==> config.mk <==
export PLATFORM = sky130hd
export DESIGN_NAME = keyed_array_list_engine_unit_flat
export DESIGN_NICKNAME = d
export VERILOG_FILES = /design/src/rtl/kale_pkg.sv /design/src/rtl/kale_intf.sv /design/src/rtl/kale_front.sv /design/src/rtl/kale_back.sv /design/src/rtl/keyed_array_list_engine_unit.sv /design/src/flat_wrapper.sv
export SDC_FILE = /design/constraint.sdc
export NUM_CORES = 2
export LEC_CHECK = 0
export ABC_AREA = 1
export BUFFER_PORTS_ARGS = -buffer_cell sky130_fd_sc_hd__buf_2
export CELL_PAD_IN_SITES_DETAIL_PLACEMENT = 1
export CELL_PAD_IN_SITES_GLOBAL_PLACEMENT = 1
export CORE_MARGIN = 2
export CORE_UTILIZATION = 30
export CTS_BUF_LIST = sky130_fd_sc_hd__clkbuf_4
export DETAILED_ROUTE_END_ITERATION = 8
export PLACE_DENSITY_LB_ADDON = 0.1
export REMOVE_ABC_BUFFERS = 1
export SLEW_MARGIN = 30
export SYNTH_ARGS = -nofsm -noshare
export SYNTH_HDL_FRONTEND = slang
export SYNTH_SLANG_ARGS = --single-unit
==> constraint.sdc <==
create_clock -name clk -period 5.4 [get_ports clk]
set_input_delay 1.08 -clock clk [delete_from_list [all_inputs] [get_ports clk]]
set_output_delay 1.08 -clock clk [all_outputs]
set_load 0.03 [all_outputs]
==> src/rtl/kale_pkg.sv <==
// Shared types and constants of the keyed array list engine.
`default_nettype none

package kale_pkg;

    localparam int KEY_W   = 32;
    localparam int GRADE_W = 16;
    localparam int AVG_W   = 17;
    localparam int SLOT_W  = 4;
    localparam int COUNT_W = 5;
    localparam int STAT_W  = 3;

    typedef enum logic [1:0] {
        OP_INS_CHECKED   = 2'd0,
        OP_INS_UNCHECKED = 2'd1,
        OP_REMOVE        = 2'd2,
        OP_SEARCH        = 2'd3
    } opcode_t;

    typedef enum logic [STAT_W-1:0] {
        ST_OK      = 3'd0,
        ST_FULL    = 3'd1,
        ST_DUP     = 3'd2,
        ST_EMPTY   = 3'd3,
        ST_MISSING = 3'd4
    } status_t;

    // One stored record: key, both grades and their sum read with 9 fraction bits.
    typedef struct packed {
        logic [KEY_W-1:0]   key;
        logic [GRADE_W-1:0] one;
        logic [GRADE_W-1:0] two;
        logic [AVG_W-1:0]   avg;
    } record_t;

    // A classified request as it travels from the front end to the back end.
    typedef struct packed {
        logic    is_insert;
        logic    check_dup;
        logic    is_remove;
        record_t rec;
    } cmd_t;

endpackage

`default_nettype wire

==> src/rtl/kale_intf.sv <==
// Request and response channel interfaces of the keyed array list engine.
`default_nettype none

interface kale_req_if;
    logic                                   valid;
    logic                                   ready;
    logic [1:0]                             opcode;
    logic signed [kale_pkg::KEY_W-1:0]      key;
    logic [kale_pkg::GRADE_W-1:0]           grade_one;
    logic [kale_pkg::GRADE_W-1:0]           grade_two;

    modport source (output valid, opcode, key, grade_one, grade_two, input ready);
    modport sink   (input valid, opcode, key, grade_one, grade_two, output ready);
endinterface

interface kale_rsp_if;
    logic                                   valid;
    logic                                   ready;
    logic [kale_pkg::STAT_W-1:0]            status;
    logic [kale_pkg::SLOT_W-1:0]            slot;
    logic signed [kale_pkg::KEY_W-1:0]      found_key;
    logic [kale_pkg::GRADE_W-1:0]           found_one;
    logic [kale_pkg::GRADE_W-1:0]           found_two;
    logic [kale_pkg::AVG_W-1:0]             found_average;
    logic [kale_pkg::COUNT_W-1:0]           entry_count;
    logic                                   is_empty;
    logic                                   is_full;

    modport source (output valid, status, slot, found_key, found_one, found_two,
                    found_average, entry_count, is_empty, is_full, input ready);
    modport sink   (input valid, status, slot, found_key, found_one, found_two,
                    found_average, entry_count, is_empty, is_full, output ready);
endinterface

`default_nettype wire

==> src/rtl/kale_front.sv <==
// Front end: accepts requests, decodes them and holds them in a two-entry queue.
`default_nettype none

module kale_front (
    input  wire logic         clk,
    input  wire logic         rst_n,
    kale_req_if.sink          req,
    output kale_pkg::cmd_t    cmd,
    output logic              cmd_valid,
    input  wire logic         cmd_pop
);

    kale_pkg::cmd_t q_reg [2];
    logic           wr_ptr_reg, wr_ptr_next;
    logic           rd_ptr_reg, rd_ptr_next;
    logic [1:0]     fill_reg, fill_next;
    logic           push;
    kale_pkg::cmd_t new_cmd;

    assign req.ready = (fill_reg != 2'd2);
    assign push      = req.valid && req.ready;
    assign cmd_valid = (fill_reg != 2'd0);
    assign cmd       = q_reg[rd_ptr_reg];

    always_comb
    begin
        new_cmd           = '0;
        new_cmd.rec.key   = req.key;
        new_cmd.rec.one   = req.grade_one;
        new_cmd.rec.two   = req.grade_two;
        // The average is the exact sum, read with one more fraction bit.
        new_cmd.rec.avg   = kale_pkg::AVG_W'(req.grade_one) + kale_pkg::AVG_W'(req.grade_two);
        unique case (kale_pkg::opcode_t'(req.opcode))
            kale_pkg::OP_INS_CHECKED:
            begin
                new_cmd.is_insert = 1'b1;
                new_cmd.check_dup = 1'b1;
            end
            kale_pkg::OP_INS_UNCHECKED:
            begin
                new_cmd.is_insert = 1'b1;
            end
            kale_pkg::OP_REMOVE:
            begin
                new_cmd.is_remove = 1'b1;
            end
            default:
            begin
                new_cmd.is_insert = 1'b0;
            end
        endcase
    end

    always_comb
    begin
        wr_ptr_next = push ? ~wr_ptr_reg : wr_ptr_reg;
        rd_ptr_next = cmd_pop ? ~rd_ptr_reg : rd_ptr_reg;
        fill_next   = fill_reg + 2'(push) - 2'(cmd_pop);
    end

    always_ff @(posedge clk or negedge rst_n)
    begin
        if (!rst_n)
        begin
            wr_ptr_reg <= 1'b0;
            rd_ptr_reg <= 1'b0;
            fill_reg   <= 2'd0;
        end
        else
        begin
            wr_ptr_reg <= wr_ptr_next;
            rd_ptr_reg <= rd_ptr_next;
            fill_reg   <= fill_next;
        end
    end

    always_ff @(posedge clk)
    begin
        if (push)
        begin
            q_reg[wr_ptr_reg] <= new_cmd;
        end
    end

endmodule

`default_nettype wire

==> src/rtl/kale_back.sv <==
// Back end: record memory, key scan, swap-remove and the response register.
`default_nettype none

module kale_back #(
    parameter int CAPACITY = 16
) (
    input  wire logic            clk,
    input  wire logic            rst_n,
    input  wire kale_pkg::cmd_t  cmd,
    input  wire logic            cmd_valid,
    output logic                 cmd_pop,
    kale_rsp_if.source           rsp
);

    localparam int CW = $clog2(CAPACITY + 1);
    localparam int IW = (CAPACITY > 1) ? $clog2(CAPACITY) : 1;

    typedef enum logic [2:0] {
        S_IDLE = 3'b001,
        S_SCAN = 3'b010,
        S_MOVE = 3'b100
    } state_t;

    typedef struct packed {
        kale_pkg::status_t             status;
        logic [kale_pkg::SLOT_W-1:0]   slot;
        kale_pkg::record_t             rec;
        logic [kale_pkg::COUNT_W-1:0]  entry_count;
        logic                          is_empty;
        logic                          is_full;
    } result_t;

    kale_pkg::record_t mem [CAPACITY];
    kale_pkg::record_t rd_data_reg;

    state_t            state_reg, state_next;
    logic [CW-1:0]     count_reg, count_next;
    logic [CW-1:0]     cmp_idx_reg, cmp_idx_next;
    logic [CW-1:0]     issue_reg, issue_next;
    kale_pkg::cmd_t    cur_reg, cur_next;
    logic              out_valid_reg, out_valid_next;
    result_t           res_reg, res_next;
    logic              res_load;

    logic              res_free;
    logic [CW-1:0]     last;
    logic              match;
    logic              at_end;
    logic              is_full_now;
    logic [IW-1:0]     rd_addr;
    logic              mem_we;
    logic [IW-1:0]     mem_waddr;
    kale_pkg::record_t mem_wdata;

    assign res_free    = !out_valid_reg || rsp.ready;
    assign cmd_pop     = (state_reg == S_IDLE) && cmd_valid && res_free;
    assign last        = count_reg - CW'(1);
    assign match       = (rd_data_reg.key == cur_reg.rec.key);
    assign at_end      = (cmp_idx_reg == last);
    assign is_full_now = (count_reg == CW'(CAPACITY));

    always_comb
    begin
        state_next     = state_reg;
        count_next     = count_reg;
        cmp_idx_next   = cmp_idx_reg;
        issue_next     = issue_reg;
        cur_next       = cur_reg;
        out_valid_next = out_valid_reg && !rsp.ready;
        res_load       = 1'b0;
        res_next       = '0;
        rd_addr        = issue_reg[IW-1:0];
        mem_we         = 1'b0;
        mem_waddr      = count_reg[IW-1:0];
        mem_wdata      = cur_reg.rec;

        unique case (state_reg)
            S_IDLE:
            begin
                rd_addr = '0;
                if (cmd_pop)
                begin
                    cur_next     = cmd;
                    cmp_idx_next = '0;
                    issue_next   = CW'(1);
                    res_load     = 1'b1;
                    if (cmd.is_insert)
                    begin
                        if (is_full_now)
                        begin
                            res_next.status = kale_pkg::ST_FULL;
                        end
                        else if (!cmd.check_dup || count_reg == '0)
                        begin
                            mem_we          = 1'b1;
                            mem_wdata       = cmd.rec;
                            count_next      = count_reg + CW'(1);
                            res_next.status = kale_pkg::ST_OK;
                            res_next.slot   = kale_pkg::SLOT_W'(count_reg);
                        end
                        else
                        begin
                            res_load   = 1'b0;
                            state_next = S_SCAN;
                        end
                    end
                    else if (count_reg == '0)
                    begin
                        res_next.status = kale_pkg::ST_EMPTY;
                    end
                    else
                    begin
                        res_load   = 1'b0;
                        state_next = S_SCAN;
                    end
                end
            end
            S_SCAN:
            begin
                // Reads run one slot ahead of the compare.
                issue_next   = issue_reg + CW'(1);
                cmp_idx_next = cmp_idx_reg + CW'(1);
                if (match)
                begin
                    cmp_idx_next = cmp_idx_reg;
                    if (cur_reg.is_insert)
                    begin
                        res_load        = 1'b1;
                        res_next.status = kale_pkg::ST_DUP;
                        res_next.slot   = kale_pkg::SLOT_W'(cmp_idx_reg);
                        state_next      = S_IDLE;
                    end
                    else if (cur_reg.is_remove)
                    begin
                        rd_addr    = last[IW-1:0];
                        state_next = S_MOVE;
                    end
                    else
                    begin
                        res_load        = 1'b1;
                        res_next.status = kale_pkg::ST_OK;
                        res_next.slot   = kale_pkg::SLOT_W'(cmp_idx_reg);
                        res_next.rec    = rd_data_reg;
                        state_next      = S_IDLE;
                    end
                end
                else if (at_end)
                begin
                    res_load   = 1'b1;
                    state_next = S_IDLE;
                    if (cur_reg.is_insert)
                    begin
                        mem_we          = 1'b1;
                        count_next      = count_reg + CW'(1);
                        res_next.status = kale_pkg::ST_OK;
                        res_next.slot   = kale_pkg::SLOT_W'(count_reg);
                    end
                    else
                    begin
                        res_next.status = kale_pkg::ST_MISSING;
                    end
                end
            end
            S_MOVE:
            begin
                // The last record refills the freed slot; removing the last one rewrites itself.
                mem_we          = 1'b1;
                mem_waddr       = cmp_idx_reg[IW-1:0];
                mem_wdata       = rd_data_reg;
                count_next      = last;
                res_load        = 1'b1;
                res_next.status = kale_pkg::ST_OK;
                res_next.slot   = kale_pkg::SLOT_W'(cmp_idx_reg);
                state_next      = S_IDLE;
            end
            default:
            begin
                state_next = S_IDLE;
            end
        endcase

        res_next.entry_count = kale_pkg::COUNT_W'(count_next);
        res_next.is_empty    = (count_next == '0);
        res_next.is_full     = (count_next == CW'(CAPACITY));
        if (res_load)
        begin
            out_valid_next = 1'b1;
        end
    end

    always_ff @(posedge clk or negedge rst_n)
    begin
        if (!rst_n)
        begin
            state_reg     <= S_IDLE;
            count_reg     <= '0;
            out_valid_reg <= 1'b0;
        end
        else
        begin
            state_reg     <= state_next;
            count_reg     <= count_next;
            out_valid_reg <= out_valid_next;
        end
    end

    always_ff @(posedge clk)
    begin
        cmp_idx_reg <= cmp_idx_next;
        issue_reg   <= issue_next;
        cur_reg     <= cur_next;
        if (res_load)
        begin
            res_reg <= res_next;
        end
    end

    always_ff @(posedge clk)
    begin
        if (mem_we)
        begin
            mem[mem_waddr] <= mem_wdata;
        end
        rd_data_reg <= mem[rd_addr];
    end

    assign rsp.valid         = out_valid_reg;
    assign rsp.status        = res_reg.status;
    assign rsp.slot          = res_reg.slot;
    assign rsp.found_key     = res_reg.rec.key;
    assign rsp.found_one     = res_reg.rec.one;
    assign rsp.found_two     = res_reg.rec.two;
    assign rsp.found_average = res_reg.rec.avg;
    assign rsp.entry_count   = res_reg.entry_count;
    assign rsp.is_empty      = res_reg.is_empty;
    assign rsp.is_full       = res_reg.is_full;

endmodule

`default_nettype wire

==> src/rtl/keyed_array_list_engine_unit.sv <==
// Keyed array list engine: unordered record table with swap-remove.
// A request is registered in the front queue; the back end takes it only when idle.
// Rejections and unchecked inserts are answered from the idle state without a scan;
// search, remove and checked insert scan the stored keys one per cycle through the
// single memory read port; a remove then moves the last record into the freed slot.
// Reset clears the record count and the queue; the record memory is not cleared.
`default_nettype none

module keyed_array_list_engine_unit #(
    parameter int CAPACITY = 16
) (
    input  wire logic  clk,
    input  wire logic  rst_n,
    kale_req_if.sink   req,
    kale_rsp_if.source rsp
);

    kale_pkg::cmd_t cmd;
    logic           cmd_valid;
    logic           cmd_pop;

    kale_front u_front (
        .clk       (clk),
        .rst_n     (rst_n),
        .req       (req),
        .cmd       (cmd),
        .cmd_valid (cmd_valid),
        .cmd_pop   (cmd_pop)
    );

    kale_back #(
        .CAPACITY (CAPACITY)
    ) u_back (
        .clk       (clk),
        .rst_n     (rst_n),
        .cmd       (cmd),
        .cmd_valid (cmd_valid),
        .cmd_pop   (cmd_pop),
        .rsp       (rsp)
    );

endmodule

`default_nettype wire

==> src/flat_wrapper.sv <==
// flat-port wrapper written by rule: the top's interface ports become plain ports
module keyed_array_list_engine_unit_flat 
#(
    parameter int CAPACITY = 16
)
  (clk, rst_n, req_valid, req_opcode, req_key, req_grade_one, req_grade_two, req_ready, rsp_valid, rsp_status, rsp_slot, rsp_found_key, rsp_found_one, rsp_found_two, rsp_found_average, rsp_entry_count, rsp_is_empty, rsp_is_full, rsp_ready);
  kale_req_if req_i ();
  kale_rsp_if rsp_i ();
  input  wire logic clk;
  input  wire logic rst_n;
  input wire logic [$bits(req_i.valid)-1:0] req_valid;
  input wire logic [$bits(req_i.opcode)-1:0] req_opcode;
  input wire logic [$bits(req_i.key)-1:0] req_key;
  input wire logic [$bits(req_i.grade_one)-1:0] req_grade_one;
  input wire logic [$bits(req_i.grade_two)-1:0] req_grade_two;
  output wire logic [$bits(req_i.ready)-1:0] req_ready;
  output wire logic [$bits(rsp_i.valid)-1:0] rsp_valid;
  output wire logic [$bits(rsp_i.status)-1:0] rsp_status;
  output wire logic [$bits(rsp_i.slot)-1:0] rsp_slot;
  output wire logic [$bits(rsp_i.found_key)-1:0] rsp_found_key;
  output wire logic [$bits(rsp_i.found_one)-1:0] rsp_found_one;
  output wire logic [$bits(rsp_i.found_two)-1:0] rsp_found_two;
  output wire logic [$bits(rsp_i.found_average)-1:0] rsp_found_average;
  output wire logic [$bits(rsp_i.entry_count)-1:0] rsp_entry_count;
  output wire logic [$bits(rsp_i.is_empty)-1:0] rsp_is_empty;
  output wire logic [$bits(rsp_i.is_full)-1:0] rsp_is_full;
  input wire logic [$bits(rsp_i.ready)-1:0] rsp_ready;
  assign req_i.valid = req_valid;
  assign req_i.opcode = req_opcode;
  assign req_i.key = req_key;
  assign req_i.grade_one = req_grade_one;
  assign req_i.grade_two = req_grade_two;
  assign req_ready = req_i.ready;
  assign rsp_valid = rsp_i.valid;
  assign rsp_status = rsp_i.status;
  assign rsp_slot = rsp_i.slot;
  assign rsp_found_key = rsp_i.found_key;
  assign rsp_found_one = rsp_i.found_one;
  assign rsp_found_two = rsp_i.found_two;
  assign rsp_found_average = rsp_i.found_average;
  assign rsp_entry_count = rsp_i.entry_count;
  assign rsp_is_empty = rsp_i.is_empty;
  assign rsp_is_full = rsp_i.is_full;
  assign rsp_i.ready = rsp_ready;
  keyed_array_list_engine_unit #(.CAPACITY(CAPACITY)) u_core (.clk(clk), .rst_n(rst_n), .req(req_i), .rsp(rsp_i));
endmodule
==> impl_metrics.tcl <==
set metrics [dict create \
    via_per_inst 4.79 \
    critical_path_class "reg2reg" \
    postRouteAntennaNets 0 \
    post-place-cells 10153 \
    cts.sink_count 1745 \
    io_buffers 166 \
    drv_slew 0 \
    clockPowerShare_pct 23.7 \
    first_pass_iters 7 \
    final_cells 11156 \
    path_clk_slew_ns 0.07 \
    fin_crit_sh_pct 86.7 \
    seq_power_share_pct 36.7 \
    h-tree-depth 6 \
    peakVddDrop_mv 0.475 \
    rsz0062_at_grt "false" \
    die_x_um 506 \
    p_sw_share_pct 41.6 \
    synth-seq-cells 1745 \
    core_um2 251000 \
    wl_mm 267 \
    die_h_um 506 \
    final_nets 7512 \
    synth-edff-count 1651 \
    cts_max_path_buffers 4 \
    syn_inst 6843 \
    grt_overflow 0 \
    max_cap_viol_count 0 \
    timing.hold.ws_ns 0.427 \
    num-fill-cells 27718 \
    fin_skew_ns 0.120 \
    required_ns 6.34 \
    largest_register_ffs 1296 \
    fmax_mhz 214 \
    p_leak_nw 36.5 \
    worst_r2r_path_depth 13 \
    hpwl_mm 150 \
    syn_area_per_cell_um2 11.1 \
    postSynth.topFlopCell "edfxtp_1" \
    synth_cell_types 53 \
    antenna_found_initial 12 \
    cts_setup_buffers 0 \
    path_max_fanout 63 \
    crit_slowest_cell "nor2_4" \
    fin_tns_setup_ns 0 \
    ys_warn_count 0 \
    globalRouteTotalUtil_pct 20.6 \
    synthesis.area_um2 75700 \
    slew_headroom_pct 30.5 \
    p_int_mw 32.7 \
    vias 53410 \
    drc 0 \
    hold_depth 2 \
    setup-violations-final 0 \
    hold_path_class "in2reg" \
    cpPeakStageDelay_ns 0.86 \
    wl_per_cell_um 23.9 \
    place.gp.congestion 0.746 \
    grt_max_degree 142 \
    p_sw_mw 23.3 \
    placed_area_um2 81700 \
    cts_tree "built" \
    clk_latency_ns 1.40 \
    startpoint_type "register" \
    cts_made_buffers 536 \
    arrival_ns 5.62 \
    comb_power_share_pct 39.6 \
    cp_cell_sequence "xnor2_1 -> nand2_1 -> nor2_1 -> nand2_1 -> nor2_1 -> nand2_1 -> clkinv_1 -> nor2_1 -> nand3_1 -> nand3_1 -> nand3_1 -> nor2_4 -> buf_12" \
    drive_gt1_share_pct 17.1 \
    status "finished, final reports clean" \
    yosysTopAreaCell "edfxtp_1" \
    synth-seq-area-share_pct 68.1 \
    tightestPinTransition_ns 1.04 \
    grt_pass1_vias 56578 \
    dieArea_um2 256000 \
    yosys.area.top_type_share_pct 65.5 \
    initial_core_util_pct 30.1 \
    async_reset_ff_share_pct 0.745 \
    synthTopCellsByArea "edfxtp_1 66%, nand3_1 10%, inv_1 6.2%, nand2_1 4.8%, nand3b_1 2.4%" \
    area_delta_synth_final_pct 17.9 \
    finish.instance_area_um2 89300 \
    num_rows 184 \
    timing.final.hold_violations 0 \
    grt_pass1_wl_mm 390 \
    clock-root-buffer "clkbuf_4" \
    cp-end-kind "register" \
    io-pin-count 167 \
    drt_iter0_drc 2951 \
    power_density_nw_per_um2 627 \
    period_needed_ns 4.68 \
]
final timing paths:
| check | startpoint | to | slack [ns] |
|---|---|---|---|
| worst max-delay path | u_core.u_back.cur_reg[59] | u_core.u_back.mem[7][35] | 0.72 |
| worst min register to register | u_core.u_front.q_reg[0][37] | u_core.u_back.cur_reg[37] | 0.53 |
| max in group asynchronous | rst_n | u_core.u_back.count_reg[4] | 3.76 |
| worst max register to register | u_core.u_back.cur_reg[59] | u_core.u_back.mem[7][35] | 0.72 |
| worst min-delay path | req_key[25] | u_core.u_front.q_reg[0][74] | 0.43 |
| min in group asynchronous | rst_n | u_core.u_front.fill_reg[1] | 0.69 |
worst max-delay path: cells and delay by family, from the launching register on:
family                 cells  cell delay (ns)
AND/OR/NAND/NOR           10             2.80
buffers and inverters      2             0.68
flip-flops                 1             0.42
XOR/XNOR                   1             0.19
final cells by class:
cell class,count,area (um2),area share (%)
Clock buffer,812,6100,6.83
Antenna cell,3,7.51,0.00841
Timing Repair Buffer,435,3940,4.42
Multi-Input combinational cell,3428,18000,20.2
Inverter,1271,4790,5.37
Clock inverter,114,702,0.786
Tap cell,3348,4190,4.69
Sequential cell,1745,51500,57.7
placed cells by master, fill, tap and decap left out, types with 7 or more instances in the layout:
cell / Yosys / routed
edfxtp_1: 1651 / 1651
nand3_1: 1580 / 1576
inv_1: 1244 / 1242
nand2_1: 965 / 963
clkbuf_4: 0 / 812
nand3b_1: 245 / 245
nor2_1: 217 / 197
buf_2: 248 / 166
buf_4: 9 / 126
o21ai_0: 107 / 107
dfxtp_1: 81 / 81
clkinv_1: 3 / 80
dlygate4sd3_1: 0 / 71
buf_12: 0 / 62
mux2i_1: 56 / 56
o221ai_1: 81 / 55
inv_2: 23 / 37
a21oi_1: 37 / 37
mux2_2: 27 / 27
xnor2_1: 28 / 26
o221ai_2: 0 / 26
ha_1: 24 / 24
nor2_4: 1 / 21
xor2_1: 14 / 14
dfrtp_1: 12 / 11
bufinv_16: 0 / 9
nand4_1: 7 / 7
kinds of logic after synthesis:
logic type | Yosys count | share of synthesized area [%]
and+or+nand+nor | 3030 | 19.0
xor gates and xnor gates | 43 | 0.508
adders and majority gates | 25 | 0.423
AOI/OAI and AO/OA | 247 | 2.11
muxes | 83 | 1.14
buffers and inverters | 1670 | 8.76
DFF | 1745 | 68.1
timing repair:
item                      CTS  global route
hold endpoints to repair  149             0
gates resized for setup     0             0
hold buffers               71             0
stage by stage:
step                total power, mW  setup slack, ns  utilization [%]
finish                         56.0            0.720             35.5
global route                   59.6            0.460             35.5
CTS                            57.2            0.621             35.5
detailed placement             43.6            0.449             32.5
global placement               43.3            0.253             32.4
floorplan                      31.7           -15.75                -
synthesized netlist by cell type, drive strengths merged, types with 28 or more instances:
cell / number
edfxtp: 1651
nand3: 1581
inv: 1268
nand2: 970
buf: 291
nand3b: 245
nor2: 219
o21ai: 110
clkbuf: 108
dfxtp: 81
o221ai: 81
mux2i: 56
a21oi: 37
xnor2: 28
layer usage:
layer	vias up	part of all wire [%]	global-route usage [%]
li1	24671	-	-
met1	27263	46	27.5
met2	1086	49	34.7
met3	390	3.5	2.98
met4	0	2.1	5.84
met5	-	0	0
power by group through the flow:
| stage | combinational (mW) | clock, mW | sequential (mW) |
|---|---|---|---|
| 2_1_floorplan | 10.3 | 0 | 21.4 |
| 3_3_place_gp | 22.4 | 0 | 20.8 |
| 3_5_place_dp | 22.7 | 0 | 20.9 |
| 4_1_cts | 22.8 | 13.8 | 20.6 |
| 5_1_grt | 24.4 | 14.5 | 20.7 |
| 6_report | 22.2 | 13.2 | 20.6 |
Note: power is estimated with default switching activity, not from simulation.
